[src/rtl/gha_pkg.sv]
// ----------------------------------------------------------------------------
// Generational handle allocator package
// Shared constants, command and status codes, and request, response and
// table entry and free stack entry types.
// ----------------------------------------------------------------------------
package gha_pkg;

	localparam int SLOTS   = 1024;
	localparam int SLOT_W  = $clog2(SLOTS);
	localparam int CNT_W   = $clog2(SLOTS + 1);
	localparam int IDX_W   = 10;
	localparam int GEN_W   = 16;

	localparam logic [CNT_W-1:0] SLOTS_CNT = CNT_W'(SLOTS);
	localparam logic [GEN_W-1:0] GEN_FIRST = GEN_W'(1);
	localparam logic [GEN_W-1:0] GEN_MAX   = {GEN_W{1'b1}};

	localparam logic [1:0] CMD_CREATE  = 2'd0;
	localparam logic [1:0] CMD_DESTROY = 2'd1;
	localparam logic [1:0] CMD_CHECK   = 2'd2;

	localparam logic [1:0] ST_OK   = 2'd0;
	localparam logic [1:0] ST_DEAD = 2'd1;
	localparam logic [1:0] ST_FULL = 2'd2;

	typedef struct packed {
		logic [1:0]       cmd;
		logic [IDX_W-1:0] slot_index;
		logic [GEN_W-1:0] slot_generation;
	} gha_req_t;

	typedef struct packed {
		logic [IDX_W-1:0] handle_index;
		logic [GEN_W-1:0] handle_generation;
		logic [1:0]       status;
	} gha_rsp_t;

	typedef struct packed {
		logic             alive;
		logic [GEN_W-1:0] gen;
	} gha_entry_t;

	typedef struct packed {
		logic [SLOT_W-1:0] slot;
		logic [GEN_W-1:0]  gen;
	} gha_free_t;

	function automatic logic [GEN_W-1:0] next_gen(input logic [GEN_W-1:0] gen);
		return (gen == GEN_MAX) ? GEN_FIRST : gen + GEN_FIRST;
	endfunction

endpackage

[src/rtl/gha_result_reg.sv]
// ----------------------------------------------------------------------------
// Result register
// Holds one response until the receiver takes it and reports when it can
// be loaded with the next one.
// ----------------------------------------------------------------------------
module gha_result_reg (
	input  logic              clk,
	input  logic              arst_n,
	input  logic              load,
	input  gha_pkg::gha_rsp_t load_data,
	output logic              ready,
	output logic              rsp_valid,
	input  logic              rsp_stall,
	output gha_pkg::gha_rsp_t rsp
);
	import gha_pkg::*;

	logic     valid_q;
	gha_rsp_t data_q;

	assign ready     = !valid_q || !rsp_stall;
	assign rsp_valid = valid_q;
	assign rsp       = data_q;

	always_ff @(posedge clk or negedge arst_n) begin
		if (!arst_n) begin
			valid_q <= 1'b0;
		end else if (ready) begin
			valid_q <= load;
		end
	end

	always_ff @(posedge clk) begin
		if (ready && load) begin
			data_q <= load_data;
		end
	end

endmodule

[config.mk]
export PLATFORM = sky130hd
export DESIGN_NAME = gha_result_reg
export DESIGN_NICKNAME = d
export VERILOG_FILES = /design/src/rtl/gha_pkg.sv /design/src/rtl/gha_result_reg.sv
export SDC_FILE = /design/constraint.sdc
export NUM_CORES = 1
export LEC_CHECK = 0
export BUFFER_PORTS_ARGS = -buffer_cell sky130_fd_sc_hd__clkbuf_2
export CAP_MARGIN = 20
export CORE_MARGIN = 3
export CORE_UTILIZATION = 24
export DETAILED_ROUTE_END_ITERATION = 10
export GPL_TIMING_DRIVEN = 0
export SLEW_MARGIN = 10
export SYNTH_ARGS = -nofsm -noshare
export SYNTH_HDL_FRONTEND = slang
export SYNTH_SLANG_ARGS = --single-unit
[constraint.sdc]
create_clock -name clk -period 2.2 [get_ports clk]
set_input_delay 0.33 -clock clk [delete_from_list [all_inputs] [get_ports clk]]
set_output_delay 0.33 -clock clk [all_outputs]
set_load 0.03 [all_outputs]
==> results by stage <==
Cells and area:
- The count of nets after finishing is approximately 130.
- In the final layout, flip-flops and latches occupy about 870 µm².
- Of the cells placed in the final design, the portion with a size suffix greater than 1 is 0.676.
- The area used by multi-input combinational logic is 30.0 µm².
- From synthesis to final layout, the design area changed by 52.1%.
- The repair_antennas step left the layout with diodes totalling 0.
- The final instance area is 0.00135 mm².
- The layout has about 330 filler cells.

Drt:
- The detail route stage leaves a number of antenna-violating nets equal to 0.
- The number of DRC markers in iteration 0 is 9.
- For this block, the via count after detailed routing is about 580.
- The wire length after detailed routing is around 1800 µm.
- The number of detailed-route iterations in the first pass is 3.
- Using the TritonRoute via totals, the vias-per-cell ratio works out to around 3.9.
- The routed length per instance is 11.9 µm.
- For this run, design rule violations remaining after detail routing come to 0.

Clocking:
- The longest clock path from root to sink contains 2 buffers.
- Clock latency on the worst-skew pair, taken at its later pin, is between 0.2 and 0.3 ns.
- The number of setup buffers added after CTS is 0.
- Clock tree synthesis inserted a total of 5 buffers.
- The cell sitting at the root of the clock tree is a clkbuf_8.
- The H-tree generated during clock tree synthesis spans 2 levels.
- CTS saw 29 sinks.
- TritonCTS built the clock tree.
- After clock tree synthesis, the clock-pin slew on the worst setup and hold paths is 0.06 ns.

Floorplan:
- The die covers between 0.004 and 0.005 mm².
- In this run the vertical extent of the chip is about 67 µm.
- The I/O pin total is 62.
- The effective utilization at floorplan is 0.258.
- The total area inside the core boundary comes to ~0.0034 mm².
- The floorplan step set the die width to roughly 67 µm.
- The number of core rows is 21.

Synth:
- During synthesis, Yosys emitted a total of 0 warnings.
- The number of enable-type register cells in the synthesized netlist is 28.
- The netlist uses 5 different library cells.
- The commonest cells after synthesis are edfxtp_1 (28), a21boi_2 (1), a21o_1 (1), dfrtp_1 (1), nand2_1 (1).
- The compound-cell area share of the yosys netlist is 0.0211.
- Of the post-synthesis cell area, the dominant cell type holds 0.946.
- The flip-flop cell with the highest count after synthesis is edfxtp_1.
- The proportion of synthesized chip area in sequential cells is 0.975.
- The synthesized netlist occupies a cell area of ~890 µm².
- After technology mapping, the gate count stands at 32.
- The flop and latch count out of synthesis is 29.
- By instance count, the leading cell after synthesis is edfxtp_1.
- By area, the combinational part of the netlist is dominated by compound AO/OA/AOI/OAI gates.
- The post-synth net total is between 60 and 70.
- The post-synthesis average cell area is 27.8 µm².
- Of the total synthesized cell area, the portion taken by XOR and XNOR cells is 0.
- Of all cell types, the one taking the most synthesized area is edfxtp_1.
- The post-synthesis adder-cell area fraction is 0.
- Of the total synthesized cell area, the portion taken by AND, OR, NAND and NOR gates is 0.00423.
- The share of cell area taken by muxes after synthesis is 0.
- In the post-synthesis netlist, the biggest area contributors are edfxtp_1 (95%), dfrtp_1 (2.8%), a21boi_2 (1.3%), a21o_1 (0.85%), nand2_1 (0.42%).
- In the synthesized netlist the async set-or-reset flop fraction comes to 0.0345.

Placed design:
- OpenSTA, run right after detailed placement, puts the worst setup slack at a little over 0.6 ns.
- The total placed instance area is 0.00126 mm².
- The count of buffers from port buffering is 61.
- The final weighted congestion of routability-driven global placement is approximately 0.64.

Global routing:
- The first-pass GRT wire length is around 2700 µm.
- The number of global-route vias before repair is a little over 600.
- The overall global routing resource usage is 0.0861.
- Summed over all layers, the global routing overflow is 0.
- The number of antenna violations at the first check in global routing is 0.
- The largest net degree at the start of global routing is 29.

Timing:
- Across all setup checks in the final design, the least slack found is between 0.6 and 0.7 ns.
- The number of slew-limit violations in the final report is 0.
- The final count of hold timing violations is 0.
- Setup violations remaining at the end of the flow were counted as 0.
- The clock tree skew after final layout is about 0.0037 ns.
- The final sum of negative setup slack is 0 ns.
- Setup repair after global routing left no endpoint under its margin.
- After layout, the minimum clock period comes to roughly 1.5 ns.
- The relative slew slack is 0.407.
- Dividing the final minimum period by the clock period gives 0.698.
- The achievable frequency is around 650 MHz.
- For the pin with the worst max-slew slack, the measured transition is around 0.9 ns.

Power and ir drop:
- Summed over all cells, the static leakage comes to 0.596 nW.
- The maximum resistive drop on vdd is 0.365 mV.
- For this design the ratio of total power to cell area is between 800 and 900 mW/mm².
- The post-route total power is between 0.001 and 0.0015 W.

Setup path:
- The cell family contributing the most delay on the critical path is compound AO/OA/AOI/OAI gates.
- The maximum net fanout on the critical path is 28.
- Counting both buffers and inverters, the worst setup path holds a total of 0.
- The kind of critical path is register to register.
- The stage delay of the slowest cell on the critical path is 0.72 ns.
- Traced cell by cell, the critical path runs through a21boi_4.
- The cell with the biggest individual delay on the critical path is a21boi_4.
- The critical path launch point type is a register.
- STA classifies the critical path endpoint as a register.
- Data arrives at the worst endpoint at ~1.4 ns.
- At the worst endpoint, the required time is ~2.1 ns.

Hold path:
- In this run the worst hold path is classified as primary input to register.

Run status:
- The run finished with clean final reports.

Job:
- The number of max-capacitance violations reported is 0.
## per-layer routing
metal / global-route usage / vias to the layer above / wire length [µm] / share of wire
li1: - / 263 / - / -
met1: 0.0857 / 268 / 667 / 0.38
met2: 0.126 / 46 / 837 / 0.47
met3: 0.0691 / 2 / 250 / 0.14
met4: 0.0457 / 0 / 11 / 0.0062
met5: 0 / - / 0 / 0
## cells in the final DEF, fill, tap and decap left out
cell           Yosys  layout
nand2_1            1       1
dlygate4sd3_1      0       1
clkbuf_8           0       5
clkbuf_1           0       1
a21o_1             1       1
clkinv_2           0       2
edfxtp_1          28      28
dfrtp_1            1       1
a21boi_4           0       1
clkbuf_2           0      61
## cell type report
cell class	instances	area share
multi-input cells	3	0.0222
clock buffers	6	0.0537
clock inverters	2	0.00741
repair buffers	62	0.233
flip-flops and latches	29	0.641
well taps	46	0.0426
## logic make-up after synthesis
| logic type | after synthesis |
|---|---|
| flip-flops | 29 |
| AO/OA/AOI/OAI | 2 |
| AND/OR/NAND/NOR | 1 |
## report_power, final
group | switching (W) | internal, W | leakage, nW
combinational | 0.0000925 | 0.0000420 | 0.274
clock | 0.000184 | 0.000218 | 0.0450
sequential | 0.00000887 | 0.000643 | 0.277
## through the flow
step,hold WS [ns],instances,utilization
after floorplan,0.0344,32,-
after global placement,0.105,139,0.364
after detailed placement,0.108,139,0.366
after CTS,0.220,148,0.393
after global routing,0.213,148,0.393
final,0.232,148,0.393
## repair_timing
action	CTS	global route
hold buffers	1	0
resized for setup	0	0
endpoints found under the hold margin	1	0
## final timing paths
check	startpoint	end	slack, ns	cells after the start
worst min-delay path	load_data[11]	rsp[11]	0.23	1
worst max-delay path	rsp_valid	rsp[27]	0.67	1
worst max register to register	rsp_valid	rsp[27]	0.67	1
worst min register to register	rsp_valid	rsp_valid	0.60	1
min in group asynchronous	arst_n	rsp_valid	0.37	2
max in group asynchronous	arst_n	rsp_valid	1.74	2
## sequential cells by signal, indices dropped and copies added, names as in the netlist
| register | count |
|---|---|
| rsp | 28 |
| rsp_valid | 1 |
No activity file was read; power rests on OpenSTA's default activity.
