==> config.mk <==
export PLATFORM = sky130hd
export DESIGN_NAME = gha_ram
export DESIGN_NICKNAME = d
export VERILOG_FILES = /design/src/rtl/gha_ram.sv
export SDC_FILE = /design/constraint.sdc
export NUM_CORES = 1
export LEC_CHECK = 0
export BUFFER_PORTS_ARGS = -buffer_cell sky130_fd_sc_hd__buf_4
export CORE_MARGIN = 2
export CORE_UTILIZATION = 53
export DETAILED_ROUTE_END_ITERATION = 8
export GPL_TIMING_DRIVEN = 1
export PLACE_DENSITY = 0.71
export REMOVE_ABC_BUFFERS = 1
export SYNTH_ARGS = -nofsm -noshare
export SYNTH_HDL_FRONTEND = slang
export SYNTH_SLANG_ARGS = --single-unit
==> constraint.sdc <==
create_clock -name clk -period 5 [get_ports clk]
set_input_delay 0.25 -clock clk [delete_from_list [all_inputs] [get_ports clk]]
set_output_delay 0.25 -clock clk [all_outputs]
set_load 0.005 [all_outputs]
==> src/rtl/gha_ram.sv <==
// ----------------------------------------------------------------------------
// Generic RAM
// One write port and one read port with registered read data.
// ----------------------------------------------------------------------------
module gha_ram #(
	parameter int WIDTH = 8,
	parameter int DEPTH = 16
) (
	input  logic                     clk,
	input  logic                     we,
	input  logic [$clog2(DEPTH)-1:0] waddr,
	input  logic [WIDTH-1:0]         wdata,
	input  logic                     re,
	input  logic [$clog2(DEPTH)-1:0] raddr,
	output logic [WIDTH-1:0]         rdata
);

	logic [WIDTH-1:0] mem_q [DEPTH];

	always_ff @(posedge clk) begin
		if (we) begin
			mem_q[waddr] <= wdata;
		end
		if (re) begin
			rdata <= mem_q[raddr];
		end
	end

endmodule

==> flow_summary.json, run 1 <==
{
  "drt-total-wl_um": 9690,
  "cp.buffers_inverters": 1,
  "insertion_delay_ns": 0.50,
  "worst_slew_pin_slew_ns": 1.21,
  "grt_max_degree": 33,
  "clock_path_buffers": 2,
  "cts_buffers": 17,
  "p_per_area_nw_per_um2": 434,
  "rr_worst_depth": 3,
  "grt_pass1_vias": 2368,
  "final_hold_viol_count": 0,
  "leakagePower_nw": 2.02,
  "drt-initial-drc-count": 205,
  "min_to": "mem_q[14][2]$_DFFE_PP_",
  "worstPathArrival_ns": 1.82,
  "syn_avg_cell_area_um2": 22.8,
  "drv_cap": 0,
  "rows": 36,
  "post-route-drc-count": 0,
  "utilization_pct": 63.2,
  "grt_setup_unrepaired": "no",
  "slowest_stage": "nor3_1",
  "critPathTopFamily": "simple AND/OR/NAND/NOR gates",
  "layout_common_cells": "edfxtp_1, buf_4, mux4_2",
  "htree_levels": 4,
  "setup_viol": 0,
  "worstPathMaxFanout": 8,
  "mappedNetlistArea_um2": 5230,
  "hold_ws_ns": 0.0499,
  "hp-class": "in -> reg",
  "place.gp.congestion": 0.720,
  "clock_sinks": 136,
  "hp-start": "wdata[2]",
  "postCtsHoldBufs": 0,
  "crit_type": "in -> reg",
  "cts-resized-gates": 0,
  "post_cts_buffers": 0,
  "min_period_ns": 1.70,
  "dp.final_hpwl_um": 5590,
  "synthCells": 229,
  "cp.required_ns": 5.12,
  "fin_nets": 284,
  "clock-root-buffer": "clkbuf_8",
  "maxSlewHeadroom_pct": 19.0,
  "die_y_um": 103,
  "timing.fmax_mhz": 587,
  "layout_commonest_cell": "edfxtp_1",
  "hold-path-cell-count": 1,
  "finalPower_mw": 2.66,
  "core_area_um2": 9680,
  "r2r-end": "rdata[3]$_DFFE_PP_",
  "pin_count": 27,
  "antenna_found_initial": 0,
  "die-area_um2": 10700,
  "n_antenna_cell": 0,
  "slew_violations": 0,
  "start_util_pct": 54.0,
  "finalSetupTns_ns": 0,
  "yosysWarnings": 0,
  "r2r_start": "mem_q[1][3]$_DFFE_PP_",
  "overflow": 0,
  "period_share_pct": 34.1,
  "drtAntennaViolNets": 0,
  "fp.dieW_um": 103,
  "path_clk_slew_ns": 0.06,
  "r2r_setup_slack_ns": 3.47,
  "synth.distinct_cells": 18,
  "numPortBuffers": 26,
  "tritoncts": "done",
  "drt-wirelength-per-cell_um": 23.6,
  "cp-start-kind": "primary input",
  "crit_chain": "buf_4 -> or3b_2 -> nor3_1",
  "vias": 2361,
  "drt-pass1-iter-count": 4,
  "ir_worst_vdd_mv": 0.251,
  "viasPerCell": 5.76,
  "max_stage_delay_ns": 0.94,
  "yosysSeqAreaShare_pct": 78.1,
  "grt_pass1_wl_um": 14300,
  "area_growth_pct": 17.0,
  "drive_above_1_share_pct": 27.8,
  "crit_path_end_kind": "flop",
  "fin_skew_ns": 0.00732,
  "status": "completed",
  "grt.total_usage_pct": 19.8,
  "synth-seq-cells": 136
}
worst register-to-register path, delay by kind of cell, from the launching register on:
| kind | cells | cell delay, ns |
|---|---|---|
| and+or+nand+nor | 1 | 0.10 |
| AOI/OAI and AO/OA | 1 | 0.31 |
| muxes | 1 | 0.50 |
| DFF | 1 | 0.36 |
flip-flops by register name, summed over array words and instances, names as in the netlist:
register,count
rdata,8
mem_q,128
stage by stage:
step	cells	cell area [um^2]	setup slack, ns
2_1_floorplan	219	5140	3.26
3_3_place_gp	379	5520	2.86
3_5_place_dp	379	5520	2.81
4_1_cts	410	6120	3.32
5_1_grt	410	6120	3.18
6_report	410	6120	3.30
power by group:
part           internal, mW  leakage, nW  switching (mW)
logic                0.0510        0.503          0.0645
clock network         0.801        0.284           0.448
registers              1.28         1.24         0.00684
synthesized netlist by cell type:
master           instances  area share (%)
nand2b_1                 2            0.24
and2b_1                  1            0.14
and2_1                   1            0.12
clkdlybuf4s25_2          3            0.57
edfxtp_1               136              78
buf_6                    3            0.65
nor2_1                  13            0.93
a22oi_1                 16             2.3
buf_4                    1            0.14
nand3b_1                 2            0.29
mux4_2                  18             7.8
nand3_1                  1           0.096
nor2b_1                  1            0.12
mux4_1                  14             7.0
nor3_1                   4            0.38
nand2_1                  9            0.65
or3b_2                   1            0.17
buf_2                    3            0.29
metal layers:
metal,global-route usage (%),wire length [um]
met5,0,0
met4,4.55,56
met3,5.65,656
met2,29.9,4820
met1,29.3,4160
cells by family after synthesis:
group	Yosys count	share of synthesized area [%]
AO/OA/AOI/OAI	16	2.30
multiplexers	32	14.8
buffers and inverters	10	1.65
flip-flops	136	78.1
AND/OR/NAND/NOR	35	3.14
worst max path at each step:
| stage | startpoint | to | slack (ns) | cells after the start |
|---|---|---|---|---|
| 6_report | waddr[2] | mem_q[0][7]$_DFFE_PP_ | 3.30 | 3 |
| 5_1_grt | waddr[2] | mem_q[0][7]$_DFFE_PP_ | 3.18 | 3 |
| 4_1_cts | waddr[2] | mem_q[0][7]$_DFFE_PP_ | 3.32 | 3 |
| 3_5_place_dp | waddr[2] | mem_q[0][7]$_DFFE_PP_ | 2.81 | 3 |
| 3_3_place_gp | waddr[2] | mem_q[0][4]$_DFFE_PP_ | 2.86 | 3 |
| 2_1_floorplan | waddr[2] | mem_q[0][0]$_DFFE_PP_ | 3.26 | 2 |
area by class of cell:
class	instances	area, um^2
Timing Repair Buffer	27	203
Clock buffer	17	414
Fill cell	632	3570
Sequential cell	136	4080
Clock inverter	14	183
Tap cell	133	166
Multi-Input combinational cell	83	1070
(Power assumes the default switching activity.)
==> run 2, diff against run 1 <==
- PLACE_DENSITY: 0.71 -> 0.73
- clock period: 5 -> 1.5 ns (I/O delays scaled with it)
==> flow_summary.json, run 2 (synthesized netlist as in run 1, its figures left out) <==
{
  "worstPathMaxFanout": 1,
  "cp.required_ns": 1.77,
  "grt_pass1_wl_um": 14400,
  "multi_input_area_um2": 1070,
  "worst_slew_pin_slew_ns": 0.430,
  "pin_count": 27,
  "rows": 36,
  "grt_max_degree": 20,
  "layout_common_cells": "edfxtp_1, buf_4, mux4_2",
  "vias": 2532,
  "final_hold_viol_count": 0,
  "crit_type": "reg -> reg",
  "min_period_ns": 1.43,
  "viasPerCell": 5.73,
  "max_stage_delay_ns": 0.49,
  "htree_levels": 4,
  "clock_sinks": 136,
  "reg_top3": "mem_q x128, rdata x8",
  "period_share_pct": 95.5,
  "placed_area_um2": 5750,
  "drtAntennaViolNets": 0,
  "p_per_area_nw_per_um2": 1340,
  "maxSlewHeadroom_pct": 71.4,
  "tritoncts": "done",
  "ff_latch_area_um2": 4080,
  "place.gp.congestion": 0.754,
  "fp.dieW_um": 103,
  "drt-initial-drc-count": 160,
  "crit_path_end_kind": "flop",
  "grt.total_usage_pct": 20.0,
  "fillCellCount": 625,
  "fin_nets": 316,
  "core_area_um2": 9680,
  "grt_setup_unrepaired": "no",
  "drt-total-wl_um": 9450,
  "numPortBuffers": 26,
  "clock_path_buffers": 2,
  "grt_pass1_vias": 2482,
  "cp-start-kind": "flop",
  "drive_above_1_share_pct": 33.0,
  "clock-root-buffer": "clkbuf_8",
  "cts_buffers": 17,
  "dp.final_hpwl_um": 6060,
  "die_y_um": 103,
  "layout_commonest_cell": "edfxtp_1",
  "drt-pass1-iter-count": 6,
  "fin_area_um2": 6400,
  "path_clk_slew_ns": 0.06,
  "drt-wirelength-per-cell_um": 21.4,
  "setup_viol": 0,
  "fin_cells": 442,
  "area_growth_pct": 22.4,
  "worstPathArrival_ns": 1.70,
  "crit_chain": "mux4_1 -> a22oi_1 -> nand2_1",
  "n_antenna_cell": 0,
  "hp-class": "in -> reg",
  "timing.fmax_mhz": 698,
  "overflow": 0,
  "drv_cap": 0,
  "status": "completed",
  "start_util_pct": 54.0,
  "insertion_delay_ns": 0.52,
  "ir_worst_vdd_mv": 1.01,
  "largest_reg_flops": 128,
  "regMostFlops": "mem_q",
  "slowest_stage": "mux4_1",
  "slew_violations": 0,
  "leakagePower_nw": 2.18,
  "post-route-drc-count": 0,
  "placed_cells": 402,
  "die-area_um2": 10700,
  "antenna_found_initial": 0,
  "fin_skew_ns": 0.00555
}
[run 2: changes by cell type in the layout (fill, tap and decap cells not counted), moves of 3 or more]
| cell | previous run | this run |
|---|---|---|
| dlygate4sd3_1 | 0 | 9 |
| a22oi_2 | 0 | 3 |
| buf_12 | 0 | 5 |
| a22oi_1 | 16 | 13 |
| buf_4 | 27 | 45 |
[run 2: power breakdown]
group	internal (mW)	switching, mW	leakage, nW
sequential	4.28	0.0239	1.24
clock	2.33	1.48	0.259
combinational	0.227	0.221	0.682
total	6.84	1.72	2.18
[run 2: worst paths after layout]
check                              start                     end  slack, ns  cells past startpoint
setup / recovery   mem_q[2][2]$_DFFE_PP_      rdata[2]$_DFFE_PP_       0.07                      3
hold / removal                  waddr[0]  mem_q[12][2]$_DFFE_PP_       0.08                      3
setup reg to reg   mem_q[2][2]$_DFFE_PP_      rdata[2]$_DFFE_PP_       0.07                      3
hold reg to reg   mem_q[15][0]$_DFFE_PP_      rdata[0]$_DFFE_PP_       0.75                      3
[run 2: cell type report]
class	count	area share (%)
tap	133	2.60
clock inverter	14	2.11
multi-input combinational	83	16.8
clock buffer	17	6.47
timing repair buffer	59	8.25
sequential	136	63.8
[run 2: metal layers]
| layer | vias to the layer above | track usage [%] | wire, um | part of all wire [%] |
|---|---|---|---|---|
| met1 | 1305 | 27.4 | 3990 | 42 |
| met5 | - | 0 | 0 | 0 |
| met2 | 94 | 31.3 | 4800 | 51 |
| met3 | 14 | 5.65 | 500 | 5.3 |
| li1 | 1119 | - | - | - |
| met4 | 0 | 7.09 | 162 | 1.7 |
[run 2: repair_timing]
item / 4_1_cts / 5_1_grt
gates resized for setup: 0 / 3
buffers inserted: 0 / 0
hold endpoints to repair: 136 / 0
hold buffers: 9 / 0
setup endpoints to repair: 0 / 3
[run 2: stage by stage]
step	utilization, %	worst slack (ns)	hold slack (ns)	setup TNS, ns	power (mW)
2_1_floorplan	-	-0.0679	0.174	-0.543	4.55
3_3_place_gp	59.3	-0.0540	0.375	-0.118	4.80
3_5_place_dp	59.3	-0.0556	0.391	-0.133	4.82
4_1_cts	65.9	0.0279	0.0609	0	8.62
5_1_grt	66.1	0.00931	0.0809	0	8.81
6_report	66.1	0.0681	0.0784	0	8.56
[run 2: worst max-delay path, delay by kind of cell, from the launching register on]
family | cells | cell delay (ns)
AOI/OAI and AO/OA | 1 | 0.25
DFF | 1 | 0.37
muxes | 1 | 0.49
and+or+nand+nor | 1 | 0.08
